`config.mk`:
```
export PLATFORM = sky130hd
export DESIGN_NAME = http_request_header_parser_top
export DESIGN_NICKNAME = d
export VERILOG_FILES = /design/src/hw/rtl/hrhp_pkg.sv /design/src/hw/rtl/http_request_header_parser_top.sv
export SDC_FILE = /design/constraint.sdc
export NUM_CORES = 1
export LEC_CHECK = 0
export ABC_AREA = 1
export BUFFER_PORTS_ARGS = -buffer_cell sky130_fd_sc_hd__buf_2
export CORE_MARGIN = 10
export CORE_UTILIZATION = 58
export DETAILED_ROUTE_END_ITERATION = 6
export PLACE_DENSITY_LB_ADDON = 0.1
export SLEW_MARGIN = 15
export SYNTH_ARGS = -nofsm -noshare
export SYNTH_HDL_FRONTEND = slang
export SYNTH_SLANG_ARGS = --single-unit
```
`constraint.sdc`:
```
create_clock -name clk -period 7.5 [get_ports clk]
set_input_delay 0.375 -clock clk [delete_from_list [all_inputs] [get_ports clk]]
set_output_delay 0.375 -clock clk [all_outputs]
set_load 0.1 [all_outputs]
```
`src/hw/rtl/hrhp_pkg.sv`:
```
// hrhp_pkg: shared types, codes and character-class helpers for the
// HTTP request header parser. No dependencies.
package hrhp_pkg;

	// accumulator width of each version number
	localparam int unsigned VersionWidth = 16;

	// status codes
	localparam logic [1:0] STATUS_PENDING = 2'd0;
	localparam logic [1:0] STATUS_DONE    = 2'd1;
	localparam logic [1:0] STATUS_BAD     = 2'd2;

	// byte tags
	localparam logic [2:0] TAG_NONE     = 3'd0;
	localparam logic [2:0] TAG_METHOD   = 3'd1;
	localparam logic [2:0] TAG_URI      = 3'd2;
	localparam logic [2:0] TAG_NEW_NAME = 3'd3;
	localparam logic [2:0] TAG_NAME     = 3'd4;
	localparam logic [2:0] TAG_VALUE    = 3'd5;

	// character codes
	localparam logic [7:0] CH_TAB   = 8'h09;
	localparam logic [7:0] CH_LF    = 8'h0A;
	localparam logic [7:0] CH_CR    = 8'h0D;
	localparam logic [7:0] CH_SPACE = 8'h20;
	localparam logic [7:0] CH_DOT   = 8'h2E;
	localparam logic [7:0] CH_SLASH = 8'h2F;
	localparam logic [7:0] CH_ZERO  = 8'h30;
	localparam logic [7:0] CH_NINE  = 8'h39;
	localparam logic [7:0] CH_COLON = 8'h3A;
	localparam logic [7:0] CH_H     = 8'h48;
	localparam logic [7:0] CH_P     = 8'h50;
	localparam logic [7:0] CH_T     = 8'h54;
	localparam logic [7:0] CH_DEL   = 8'h7F;
	localparam logic [7:0] CH_US    = 8'h1F;

	// request word
	typedef struct packed {
		logic [7:0] data_byte;
		logic       restart;
	} req_word_t;

	// result word
	typedef struct packed {
		logic [1:0]              status;
		logic [2:0]              byte_tag;
		logic [7:0]              char_out;
		logic [VersionWidth-1:0] version_major;
		logic [VersionWidth-1:0] version_minor;
	} res_word_t;

	// control characters, ASCII only
	function automatic logic is_ctl(input logic [7:0] c);
		return (c <= CH_US) || (c == CH_DEL);
	endfunction

	// separators of the token grammar
	function automatic logic is_special(input logic [7:0] c);
		logic r;
		unique case (c)
			8'h28, 8'h29, 8'h3C, 8'h3E, 8'h40,
			8'h2C, 8'h3B, 8'h3A, 8'h5C, 8'h22,
			8'h2F, 8'h5B, 8'h5D, 8'h3F, 8'h3D,
			8'h7B, 8'h7D, 8'h20, 8'h09: r = 1'b1;
			default: r = 1'b0;
		endcase
		return r;
	endfunction

	// token character: ASCII, no control, no separator
	function automatic logic is_token(input logic [7:0] c);
		return !c[7] && !is_ctl(c) && !is_special(c);
	endfunction

	function automatic logic is_dig(input logic [7:0] c);
		return (c >= CH_ZERO) && (c <= CH_NINE);
	endfunction

	// acc * 10 + digit, saturating at all ones
	function automatic logic [VersionWidth-1:0] acc_digit(
		input logic [VersionWidth-1:0] acc,
		input logic [7:0]              c
	);
		logic [VersionWidth+3:0] wide;
		logic [VersionWidth+3:0] v;
		logic [VersionWidth+3:0] lim;
		wide = {4'b0000, acc};
		lim  = {4'b0000, {VersionWidth{1'b1}}};
		v    = (wide << 3) + (wide << 1) + {{VersionWidth{1'b0}}, c[3:0]};
		return (v > lim) ? {VersionWidth{1'b1}} : v[VersionWidth-1:0];
	endfunction

endpackage

```
`src/hw/rtl/http_request_header_parser_top.sv`:
```
// http_request_header_parser_top: byte-serial HTTP/1.x request line and
// header parser. Depends on hrhp_pkg.

// One request byte per word in, one result word out per request word. A byte
// is registered at the input, runs through the parse state machine and the
// version accumulators, and lands in the output register when that register
// is free or drains. A new byte is taken every cycle as long as the output
// side keeps up. The parse state, the two version accumulators and the
// header flag advance once per byte. After a done or bad result the parser
// holds until a word with restart set.
module http_request_header_parser_top (
	input  logic               clk,
	input  logic               arst_n,
	input  logic               req_valid,
	output logic               req_ready,
	input  hrhp_pkg::req_word_t req_word,
	output logic               res_valid,
	input  logic               res_ready,
	output hrhp_pkg::res_word_t res_word
);
	import hrhp_pkg::*;

	// parse states
	localparam logic [4:0] ST_METHOD_START = 5'd0;
	localparam logic [4:0] ST_METHOD       = 5'd1;
	localparam logic [4:0] ST_URI          = 5'd2;
	localparam logic [4:0] ST_H            = 5'd3;
	localparam logic [4:0] ST_T1           = 5'd4;
	localparam logic [4:0] ST_T2           = 5'd5;
	localparam logic [4:0] ST_P            = 5'd6;
	localparam logic [4:0] ST_SLASH        = 5'd7;
	localparam logic [4:0] ST_MAJ_START    = 5'd8;
	localparam logic [4:0] ST_MAJ          = 5'd9;
	localparam logic [4:0] ST_MIN_START    = 5'd10;
	localparam logic [4:0] ST_MIN          = 5'd11;
	localparam logic [4:0] ST_NL1          = 5'd12;
	localparam logic [4:0] ST_LINE_START   = 5'd13;
	localparam logic [4:0] ST_LWS          = 5'd14;
	localparam logic [4:0] ST_NAME         = 5'd15;
	localparam logic [4:0] ST_SPACE        = 5'd16;
	localparam logic [4:0] ST_VALUE        = 5'd17;
	localparam logic [4:0] ST_NL2          = 5'd18;
	localparam logic [4:0] ST_NL3          = 5'd19;
	localparam logic [4:0] ST_DONE         = 5'd20;
	localparam logic [4:0] ST_BAD          = 5'd21;

	logic                    valid_s1;
	req_word_t               word_s1;
	logic                    adv;
	logic [4:0]              state_q;
	logic [VersionWidth-1:0] major_q;
	logic [VersionWidth-1:0] minor_q;
	logic                    hdr_seen_q;

	logic [4:0]              state_d;
	logic [VersionWidth-1:0] major_d;
	logic [VersionWidth-1:0] minor_d;
	logic                    hdr_seen_d;
	logic [2:0]              tag;
	logic                    bad;
	logic [4:0]              s;
	logic [7:0]              c;
	res_word_t               res_d;

	// handshake: stage 1 moves when the output register is free or drains
	assign adv       = valid_s1 && (!res_valid || res_ready);
	assign req_ready = !valid_s1 || adv;

	// input register
	always_ff @(posedge clk or negedge arst_n) begin
		if (!arst_n) begin
			valid_s1 <= 1'b0;
		end else if (req_ready) begin
			valid_s1 <= req_valid;
		end
	end

	always_ff @(posedge clk) begin
		if (req_ready && req_valid) begin
			word_s1 <= req_word;
		end
	end

	// parse step for the byte in stage 1
	assign c = word_s1.data_byte;

	always_comb begin
		s          = state_q;
		tag        = TAG_NONE;
		bad        = 1'b0;
		major_d    = major_q;
		minor_d    = minor_q;
		hdr_seen_d = hdr_seen_q;
		state_d    = state_q;
		if (word_s1.restart) begin
			state_d    = ST_METHOD_START;
			hdr_seen_d = 1'b0;
		end else begin
			unique case (state_q)
				ST_METHOD_START: begin
					if (is_token(c)) begin
						s   = ST_METHOD;
						tag = TAG_METHOD;
					end else bad = 1'b1;
				end
				ST_METHOD: begin
					if (c == CH_SPACE) s = ST_URI;
					else if (is_token(c)) tag = TAG_METHOD;
					else bad = 1'b1;
				end
				ST_URI: begin
					if (c == CH_SPACE) s = ST_H;
					else if (is_ctl(c)) bad = 1'b1;
					else tag = TAG_URI;
				end
				ST_H: begin
					if (c == CH_H) s = ST_T1; else bad = 1'b1;
				end
				ST_T1: begin
					if (c == CH_T) s = ST_T2; else bad = 1'b1;
				end
				ST_T2: begin
					if (c == CH_T) s = ST_P; else bad = 1'b1;
				end
				ST_P: begin
					if (c == CH_P) s = ST_SLASH; else bad = 1'b1;
				end
				ST_SLASH: begin
					if (c == CH_SLASH) begin
						major_d = '0;
						minor_d = '0;
						s       = ST_MAJ_START;
					end else bad = 1'b1;
				end
				ST_MAJ_START: begin
					if (is_dig(c)) begin
						major_d = acc_digit(major_q, c);
						s       = ST_MAJ;
					end else bad = 1'b1;
				end
				ST_MAJ: begin
					if (c == CH_DOT) s = ST_MIN_START;
					else if (is_dig(c)) major_d = acc_digit(major_q, c);
					else bad = 1'b1;
				end
				ST_MIN_START: begin
					if (is_dig(c)) begin
						minor_d = acc_digit(minor_q, c);
						s       = ST_MIN;
					end else bad = 1'b1;
				end
				ST_MIN: begin
					if (c == CH_CR) s = ST_NL1;
					else if (is_dig(c)) minor_d = acc_digit(minor_q, c);
					else bad = 1'b1;
				end
				ST_NL1: begin
					if (c == CH_LF) s = ST_LINE_START; else bad = 1'b1;
				end
				ST_LINE_START: begin
					if (c == CH_CR) s = ST_NL3;
					else if (hdr_seen_q && (c == CH_SPACE || c == CH_TAB)) s = ST_LWS;
					else if (is_token(c)) begin
						hdr_seen_d = 1'b1;
						tag        = TAG_NEW_NAME;
						s          = ST_NAME;
					end else bad = 1'b1;
				end
				ST_LWS: begin
					if (c == CH_CR) s = ST_NL2;
					else if (c == CH_SPACE || c == CH_TAB) s = ST_LWS;
					else if (is_ctl(c)) bad = 1'b1;
					else begin
						s   = ST_VALUE;
						tag = TAG_VALUE;
					end
				end
				ST_NAME: begin
					if (c == CH_COLON) s = ST_SPACE;
					else if (is_token(c)) tag = TAG_NAME;
					else bad = 1'b1;
				end
				ST_SPACE: begin
					if (c == CH_SPACE) s = ST_VALUE; else bad = 1'b1;
				end
				ST_VALUE: begin
					if (c == CH_CR) s = ST_NL2;
					else if (is_ctl(c)) bad = 1'b1;
					else tag = TAG_VALUE;
				end
				ST_NL2: begin
					if (c == CH_LF) s = ST_LINE_START; else bad = 1'b1;
				end
				ST_NL3: begin
					if (c == CH_LF) s = ST_DONE; else bad = 1'b1;
				end
				ST_DONE: s = ST_DONE;
				default: bad = 1'b1;
			endcase
			if (bad) begin
				s   = ST_BAD;
				tag = TAG_NONE;
			end
			state_d = s;
		end
	end

	// result word for this byte
	always_comb begin
		res_d.status = STATUS_PENDING;
		if (!word_s1.restart) begin
			if (state_d == ST_DONE) res_d.status = STATUS_DONE;
			else if (state_d == ST_BAD) res_d.status = STATUS_BAD;
		end
		res_d.byte_tag      = tag;
		res_d.char_out      = (tag != TAG_NONE) ? c : 8'h00;
		res_d.version_major = major_d;
		res_d.version_minor = minor_d;
	end

	// parser state, advanced once per byte
	always_ff @(posedge clk or negedge arst_n) begin
		if (!arst_n) begin
			state_q    <= ST_METHOD_START;
			major_q    <= '0;
			minor_q    <= '0;
			hdr_seen_q <= 1'b0;
		end else if (adv) begin
			state_q    <= state_d;
			major_q    <= major_d;
			minor_q    <= minor_d;
			hdr_seen_q <= hdr_seen_d;
		end
	end

	// output register
	always_ff @(posedge clk or negedge arst_n) begin
		if (!arst_n) begin
			res_valid <= 1'b0;
		end else if (adv) begin
			res_valid <= 1'b1;
		end else if (res_ready) begin
			res_valid <= 1'b0;
		end
	end

	always_ff @(posedge clk) begin
		if (adv) begin
			res_word <= res_d;
		end
	end

endmodule

```
==> impl_metrics.tcl, run 1 <==
set metrics [dict create \
    clock-root-buffer "clkbuf_16" \
    antenna_cells 0 \
    crit_top_cell "nand2_1" \
    r2r_start "c[3]" \
    die_x_um 139.4 \
    max_freq_ghz 0.2805 \
    worst_pin_slew_ps 814.5 \
    rows 43 \
    grt_setup_unrepaired "no" \
    syn_to_final_growth_pct 7.951 \
    cts.sinks 94 \
    min_period_ps 3565 \
    ys_top_cells_by_area "edfxtp_1 (20%), nand2_1 (19%), dfrtp_1 (12%)" \
    crit_path_end_kind "register" \
    antenna_found_initial 0 \
    htreeDepth 3 \
    syn_nets 1293 \
    drt_first_pass_iters 5 \
    fin_total_pwr_mw 1.853 \
    drt_iter0_drc 792 \
    place_congestion 0.9629 \
    nFillCells 1354 \
    setup_viol 0 \
    synth.distinct_cells 46 \
    grt_overflow 0 \
    cp-startpoint "c[3]" \
    drive_gt1_share_pct 12.04 \
    ys_seq_area_share_pct 31.74 \
    hold_buffers 0 \
    cts_buffers 9 \
    placed_area_um2 8628 \
    via_per_inst 5.564 \
    fp.dieArea_um2 19420 \
    reg2reg_depth 14 \
    hold_violations 0 \
    cpLargestDelayFamily "simple AND/OR/NAND/NOR gates" \
    portBuffers 59 \
    die_h_um 139.4 \
    drt-total-wl_um 23370 \
    max-clock-path-buffers 2 \
    ctsResizeCount 0 \
    power_density_nw_per_um2 207.8 \
    clock_latency_ps 350 \
    worst_r2r_endpoint "res_word[1]" \
    vias 8023 \
    drc 0 \
    synth_edf_count 54 \
    crit_path_top_delay_cell "nor2_2" \
    p_leak_nw 4.906 \
    grt_usage_pct 23.41 \
    dp_slack_ps 3951 \
    drtAntennaViolNets 0 \
    synth_top_area_share_pct 19.63 \
    finalWorstSetupSlack_ps 3935 \
    fin_skew_ps 7.171 \
    crit_required_ps 7590 \
    ys_warn_count 0 \
    report.final.slew_viol_count 0 \
    holdWs_ps 115.7 \
    fin_util_pct 64.00 \
    worst_ir_drop_vdd_uv 207.4 \
    cp_max_fo 16 \
    drv_cap 0 \
    finalCritPeriodShare_pct 47.54 \
    cts_tree "yes" \
    wire_per_inst_um 16.21 \
    synth_area_um2 8262 \
    crit_path_start_kind "register" \
    yosysTopAreaCell "edfxtp_1" \
    cp_slowest_stage_delay_ps 620 \
    regArea_um2 2623 \
    syn_avg_cell_area_um2 6.805 \
    post_cts_buffers 0 \
    cp_data_arrival_time_ps 3660 \
    core_area_um2 13930 \
    critPathKind "register to register" \
    finalSetupTns_ps 0 \
    final_cells 1442 \
    multiInputGateArea_um2 4876 \
    slew_headroom_pct 45.64 \
    final_area_um2 8919 \
    postSynth.asyncResetShare_pct 42.55 \
    syn_inst 1214 \
    final_nets 1336 \
    grt_start_max_net_pins 65 \
    status "completed" \
    grt_pass1_vias 7281 \
    ys_ff_latch 94 \
    initial_utilization_pct 59.29 \
    path_cells "fa_1 > fa_1 > nand2_1 > nand3_1 > nand3_1 > nand2_1 > nand2_1 > nand2_1 > nand2_1 > nand2_1 > nor2_2 > nand3_1 > o211ai_1 > nand2_1" \
    grt_first_pass_wirelength_um 37940 \
    cp_num_buf_inv 0 \
    hp-class "primary input to async pin" \
    synthFlopType "edfxtp_1" \
    clkTransAtPathRegs_ps 70 \
    hpwl_um 17320 \
    rrSetupSlack_ps 3930 \
    ios 60 \
    dp_cells 1426 \
]
## how the worst max path moves through the flow
stage                         endpoint  slack (ps)  cells after the start
after floorplan            res_word[0]        4540                      4
after global placement     res_word[2]        4030                     14
after detailed placement   res_word[4]        3950                     14
after CTS                  res_word[4]        3950                     14
after global routing      res_word[24]        3670                     14
final                      res_word[1]        3930                     14
## synth_stat cells (2+ instances only)
cell      instances
dfrtp_1          40
nor2_4            7
o21ai_2           2
nand3_1          94
nand2_2          12
or2_2            16
o21ai_0          32
nor2_2           14
o21bai_1          2
xor2_1            5
buf_2             7
inv_1           139
nand4_1          30
fa_1              4
buf_6             4
a21oi_1          71
o211ai_1         10
o21ai_1           6
inv_2            11
nor3_1           19
o21a_1            2
buf_4            10
clkinv_1          2
clkbuf_1         10
and2_1            4
edfxtp_1         54
nand3b_1          2
nand3_2           5
xnor2_1           8
ha_1             62
o22ai_1           2
nor2_1           94
nand2_1         421
## sequential cells by signal (all words and copies together) (netlist names)
name / flops
hdr_seen_q: 1
state_q: 5
valid_s1: 1
minor_q: 16
res_word: 45
major_q: 16
c: 8
res_valid: 1
word_s1: 1
## cells in the final DEF (no fill, tap or decap), types with 2 or more instances in the layout
| master | synthesis | routed |
|---|---|---|
| xor2_1 | 5 | 5 |
| nand4_1 | 30 | 30 |
| fa_1 | 4 | 4 |
| o21a_1 | 2 | 2 |
| clkbuf_16 | 0 | 9 |
| nand2_2 | 12 | 12 |
| nand2_1 | 421 | 421 |
| edfxtp_1 | 54 | 54 |
| o21ai_2 | 2 | 3 |
| and2_1 | 4 | 4 |
| inv_2 | 11 | 11 |
| nor2_4 | 7 | 7 |
| xnor2_1 | 8 | 8 |
| a21oi_1 | 71 | 71 |
| inv_1 | 139 | 138 |
| o21ai_1 | 6 | 5 |
| nand3_1 | 94 | 94 |
| nor2_2 | 14 | 14 |
| clkinv_1 | 2 | 2 |
| o21bai_1 | 2 | 2 |
| clkinv_4 | 0 | 3 |
| inv_8 | 0 | 2 |
| nor2_1 | 94 | 94 |
| nand3_2 | 5 | 5 |
| nor3_1 | 19 | 19 |
| or2_2 | 16 | 16 |
| buf_2 | 7 | 59 |
| o211ai_1 | 10 | 10 |
| o21ai_0 | 32 | 32 |
| ha_1 | 62 | 62 |
| buf_4 | 10 | 5 |
| o22ai_1 | 2 | 2 |
| nand3b_1 | 2 | 2 |
| dfrtp_1 | 40 | 40 |
## power breakdown
part	leakage, nW	internal [mW]	total [mW]	switching, mW
clock network	0.140	0.233	0.457	0.224
registers	1.09	0.613	0.670	0.0574
logic	3.68	0.153	0.726	0.572
## layer usage
layer  routed length [um]  part of all wire, %  GRT usage, %
met5                    0                    0             0
met4                  379                  1.6         6.096
met3                 1193                  5.1         3.266
met2                11340                   49         38.54
met1                10460                   45         31.46
## layout make-up
type | instances | area share [%]
multi-input cells | 936 | 54.67
flip-flops and latches | 94 | 29.41
inverters | 152 | 6.411
repair buffers | 64 | 3.732
clock buffers | 9 | 2.525
well taps | 180 | 2.525
clock inverters | 7 | 0.7295
## cell families (layout without fill, tap and decap cells)
logic type               count (synthesis)  after routing  share of synthesized area, %
AO/OA/AOI/OAI                          134            134                         8.935
XOR/XNOR                                13             13                         1.378
buffers and inverters                  184            232                         9.284
flip-flops                              94             94                         31.74
adder cells (fa/ha/maj)                 66             66                         10.36
AND/OR/NAND/NOR                        723            723                         38.30
(Power assumes the default switching activity.)
==> inputs of run 2 (changes only) <==
==> constraint.sdc (replaced) <==
create_clock -name clk -period 3.7 [get_ports clk]
set_input_delay 0.185 -clock clk [delete_from_list [all_inputs] [get_ports clk]]
set_output_delay 0.185 -clock clk [all_outputs]
set_load 0.1 [all_outputs]
==> impl_metrics.tcl, run 2 (synthesis gave the netlist of run 1 again) <==
set metrics [dict create \
    status "completed" \
    fin_util_pct 64.95 \
    antenna_cells 0 \
    r2r_start "c[3]" \
    cpLargestDelayFamily "simple AND/OR/NAND/NOR gates" \
    worst_r2r_endpoint "res_word[28]" \
    rows 43 \
    path_cells "buf_4 > fa_1 > fa_1 > nand2_1 > nand2_1 > nand3b_1 > nand2_1 > nand2_1 > nand2_1 > nand2_1 > nand2_1 > nor2_2 > buf_4 > nand4_1 > nand3_1 > nand2_1" \
    max-clock-path-buffers 2 \
    rrSetupSlack_ps 460 \
    grt_overflow 0 \
    report.final.slew_viol_count 0 \
    drt_iter0_drc 823 \
    dp_slack_ps 511.5 \
    post_cts_buffers 0 \
    slew_headroom_pct 46.24 \
    fin_skew_ps 17.18 \
    p_leak_nw 4.971 \
    place_congestion 1.014 \
    critPathKind "register to register" \
    cts_tree "yes" \
    hold_violations 0 \
    grt_setup_unrepaired "no" \
    power_density_nw_per_um2 414.7 \
    drc 0 \
    crit_required_ps 3800 \
    clkTransAtPathRegs_ps 80 \
    cp_max_fo 14 \
    final_area_um2 9050 \
    worst_pin_slew_ps 806.2 \
    portBuffers 59 \
    min_delay_path_depth 1 \
    grt_first_pass_wirelength_um 37810 \
    clock-root-buffer "clkbuf_16" \
    hpwl_um 17070 \
    htreeDepth 3 \
    initial_utilization_pct 59.29 \
    worst_ir_drop_vdd_uv 256.2 \
    vias 8176 \
    holdWs_ps 10.21 \
    finalWorstSetupSlack_ps 460.7 \
    cts_buffers 9 \
    fp.dieArea_um2 19420 \
    drt-total-wl_um 22990 \
    regArea_um2 2623 \
    core_area_um2 13930 \
    placed_area_um2 8721 \
    largest_reg_flops 45 \
    ios 60 \
    top_register "res_word" \
    cp_num_buf_inv 2 \
    fin_total_pwr_mw 3.753 \
    antenna_found_initial 0 \
    finalCritPeriodShare_pct 87.55 \
    wire_per_inst_um 15.80 \
    crit_path_end_kind "register" \
    drt_first_pass_iters 6 \
    nFillCells 1286 \
    syn_to_final_growth_pct 9.541 \
    crit_path_top_delay_cell "fa_1" \
    hp-class "primary input to register" \
    crit_path_start_kind "register" \
    via_per_inst 5.619 \
    grt_usage_pct 23.19 \
    holdPathEnd "c[6]" \
    multiInputGateArea_um2 4876 \
    die_x_um 139.4 \
    dp_cells 1435 \
    die_h_um 139.4 \
    drive_gt1_share_pct 12.63 \
    max_freq_ghz 0.3087 \
    drv_cap 0 \
    final_nets 1349 \
    final_cells 1455 \
    cts.sinks 94 \
    cp_slowest_stage_delay_ps 540 \
    clock_latency_ps 360 \
    hold_buffers 4 \
    grt_pass1_vias 7635 \
    hold_start "req_word[7]" \
    min_period_ps 3239 \
    ctsResizeCount 0 \
    final_cell_mix "nand2_1 (421), inv_1 (138), nor2_1 (94), nand3_1 (94), a21oi_1 (71)" \
    cp_data_arrival_time_ps 3340 \
    setup_viol 0 \
    reg2reg_depth 16 \
    final_common_cell "nand2_1" \
    reg_top3 "res_word: 45 flops, major_q: 16 flops, minor_q: 16 flops" \
    crit_top_cell "nand2_1" \
    drtAntennaViolNets 0 \
    grt_start_max_net_pins 57 \
    finalSetupTns_ps 0 \
]
## run 2: changes by cell type in the layout (fill, tap and decap cells not counted)
cell           previous run  this run
buf_12                    0         2
buf_4                     5        12
clkinv_4                  3         1
clkinvlp_4                1         2
inv_6                     1         2
dlygate4sd3_1             0         4
## run 2: worst max path at each step
stage	startpoint	endpoint	slack (ps)	cells after the start
2_1_floorplan	res_valid	res_word[0]	740	4
3_3_place_gp	c[3]	res_word[28]	560	16
3_5_place_dp	c[3]	res_word[28]	510	16
4_1_cts	c[3]	res_word[28]	490	16
5_1_grt	c[3]	res_word[25]	250	16
6_report	c[3]	res_word[28]	460	16
## run 2: per-layer routing
layer | vias up | wire length [um] | global-route usage [%]
li1 | 4069 | - | -
met1 | 3770 | 9906 | 28.65
met2 | 290 | 11180 | 39.86
met3 | 47 | 1366 | 3.981
met4 | 0 | 533 | 7.798
met5 | - | 0 | 0
## run 2: area by class of cell
class,count,share of cell area [%]
clock buffers,9,2.489
flip-flops and latches,94,28.98
inverters,152,6.318
multi-input cells,936,53.88
repair buffers,77,5.143
well taps,180,2.489
clock inverters,7,0.7051
## run 2: power breakdown
part           total, mW  internal, mW  leakage [nW]  switching, mW
registers           1.35          1.24          1.09          0.110
logic               1.48         0.322          3.75           1.16
clock network      0.922         0.472         0.136          0.450
==> inputs of run 3 (changes only) <==
--- a/config.mk
+++ b/config.mk
@@ -5,12 +5,12 @@
 export SDC_FILE = /design/constraint.sdc
 export NUM_CORES = 1
 export LEC_CHECK = 0
-export ABC_AREA = 1
 export BUFFER_PORTS_ARGS = -buffer_cell sky130_fd_sc_hd__buf_2
 export CORE_MARGIN = 10
 export CORE_UTILIZATION = 58
 export DETAILED_ROUTE_END_ITERATION = 6
 export PLACE_DENSITY_LB_ADDON = 0.1
+export SKIP_LAST_GASP = 1
 export SLEW_MARGIN = 15
 export SYNTH_ARGS = -nofsm -noshare
 export SYNTH_HDL_FRONTEND = slang
==> impl_metrics.tcl, run 3 <==
set metrics [dict create \
    status "finished with violations" \
    violations "design-rule violations" \
    grt_pass1_vias 7886 \
    drt-total-wl_um 26160 \
    grt_start_max_net_pins 41 \
    crit_path_start_kind "register" \
    antenna_found_initial 0 \
    synth_common_cells "nand2_1 (112), a21oi_1 (68), ha_1 (62), edfxtp_1 (54), nor2_1 (54)" \
    drc 2 \
    top_register "res_word" \
    synth_top_area_share_pct 20.48 \
    final_nets 1072 \
    max_freq_ghz 0.2742 \
    rrSetupSlack_ps 50 \
    slew_headroom_pct 27.68 \
    grt_setup_unrepaired "yes" \
    cts.sinks 94 \
    wire_per_inst_um 22.28 \
    min_period_ps 3647 \
    yosysTopAreaCell "edfxtp_1" \
    htreeDepth 3 \
    cts_buffers 9 \
    ys_warn_count 0 \
    p_leak_nw 3.925 \
    portBuffers 59 \
    place_congestion 1.035 \
    finalSetupTns_ps 0 \
    die_x_um 136.8 \
    ios 60 \
    max-clock-path-buffers 2 \
    antenna_cells 0 \
    critPathKind "register to register" \
    clock-root-buffer "clkbuf_16" \
    cp_max_fo 8 \
    yosysMostFrequentCell "nand2_1" \
    fin_total_pwr_mw 3.110 \
    ys_top_cells_by_area "edfxtp_1 (20%), dfrtp_1 (13%), ha_1 (9.8%)" \
    vias 8254 \
    die_h_um 136.8 \
    clkTransAtPathRegs_ps 70 \
    syn_nets 993 \
    hp-class "primary input to register" \
    drv_cap 0 \
    crit_required_ps 3800 \
    postSynth.asyncResetShare_pct 42.55 \
    finalCritPeriodShare_pct 98.56 \
    syn_inst 914 \
    rows 42 \
    final_cell_mix "nand2_1 (112), a21oi_1 (67), ha_1 (61)" \
    syn_to_final_growth_pct 16.51 \
    reg_top3 "res_word: 45 flops, major_q: 16 flops, minor_q: 16 flops" \
    grt_usage_pct 27.40 \
    synth.distinct_cells 82 \
    synthFlopType "edfxtp_1" \
    ys_seq_area_share_pct 33.12 \
    hold_violations 0 \
    min_delay_path_depth 1 \
    grt_first_pass_wirelength_um 41080 \
    drtAntennaViolNets 0 \
    drt_first_pass_iters 7 \
    report.final.slew_viol_count 0 \
    power_density_nw_per_um2 337.1 \
    drive_gt1_share_pct 18.04 \
    grt_overflow 0 \
    via_per_inst 7.031 \
    core_area_um2 13300 \
    clock_latency_ps 360 \
    crit_top_cell "or3_4" \
    setup_viol 0 \
    reg2reg_depth 12 \
    worst_pin_slew_ps 1076 \
    hpwl_um 18440 \
    crit_path_end_kind "register" \
    crit_path_top_delay_cell "edfxtp_1" \
    cts_tree "yes" \
    path_cells "ha_1 > ha_2 > fa_2 > a21o_1 > a221oi_4 > or3_4 > a21oi_1 > or3_4 > a2111oi_4 > buf_4 > clkbuf_16 > a31oi_1" \
    syn_avg_cell_area_um2 8.663 \
    worst_ir_drop_vdd_uv 364.2 \
    fp.dieArea_um2 18720 \
    initial_utilization_pct 59.55 \
    fin_skew_ps 12.51 \
    synth_edf_count 54 \
    cp_data_arrival_time_ps 3750 \
    ys_ff_latch 94 \
    fin_util_pct 69.39 \
    cp_slowest_stage_delay_ps 520 \
    synth_area_um2 7918 \
    final_common_cell "nand2_1" \
    drt_iter0_drc 1252 \
    largest_reg_flops 45 \
]
==> run 3: critical path: cells and delay by family (launching register included) <==
| family | cells | cell delay, ps |
|---|---|---|
| AOI/OAI and AO/OA | 5 | 1020 |
| adders and majority gates | 3 | 950 |
| and+or+nand+nor | 2 | 540 |
| DFF | 1 | 520 |
| buffers and inverters | 2 | 380 |
==> run 3: final cells by class <==
type | count | area [um^2]
sequential | 94 | 2623
fill | 1009 | 4070
inverter | 13 | 48.80
multi-input combinational | 749 | 5194
timing repair buffer | 126 | 864.6
clock buffer | 10 | 229.0
tap | 176 | 220.2
clock inverter | 6 | 46.29
==> run 3: final timing paths <==
check	startpoint	to
worst max-delay path	c[2]	res_word[27]
max in group asynchronous	arst_n	minor_q[15]
min in group asynchronous	arst_n	state_q[4]
worst min register to register	valid_s1	res_valid
worst min-delay path	req_word[6]	c[5]
worst max register to register	c[2]	res_word[27]
==> run 3: per-stage QoR <==
step           setup WS (ps)  cell area, um^2  hold WS, ps  cells
2_1_floorplan          35.51             7930       -110.6    914
3_3_place_gp           3.034             8673        361.2   1146
3_5_place_dp          -57.41             8673        363.1   1146
4_1_cts                12.06             9095        5.611   1170
5_1_grt               -76.37             9225        3.887   1174
6_report               53.24             9225        13.58   1174
==> run 3: metal layers <==
| metal | vias to the layer above | GRT usage (%) | routed length [um] |
|---|---|---|---|
| met1 | 3879 | 35.78 | 10290 |
| met2 | 594 | 43.07 | 12080 |
| met4 | 0 | 11.36 | 918 |
| li1 | 3685 | - | - |
| met3 | 96 | 5.975 | 2880 |
| met5 | - | 0 | 0 |
==> run 3: where the power goes <==
group          internal, mW  leakage, nW  switching (mW)
Sequential             1.18         1.06          0.0648
Combinational         0.255         2.73           0.720
Clock                 0.461        0.131           0.431
Total                  1.89         3.92            1.22
==> run 3: cells by family (layout without fill, tap and decap cells) <==
family                   after synthesis  count (layout)  share of synthesized area [%]
AO/OA/AOI/OAI                        328             328                          28.56
adder cells (fa/ha/maj)               66              66                          10.81
XOR/XNOR                              25              25                          2.765
buffers and inverters                 72             155                          3.508
flip-flops                            94              94                          33.12
AND/OR/NAND/NOR                      329             330                          21.24
==> run 3: what timing repair did <==
item                                    in CTS  in global routing
endpoints found under the hold margin        5                  0
endpoints found under the setup margin      21                 54
pin swaps                                    3                  8
gates cloned                                 2                  1
setup buffers                                1                  3
hold buffers                                 5                  0
resized for setup                            6                 21
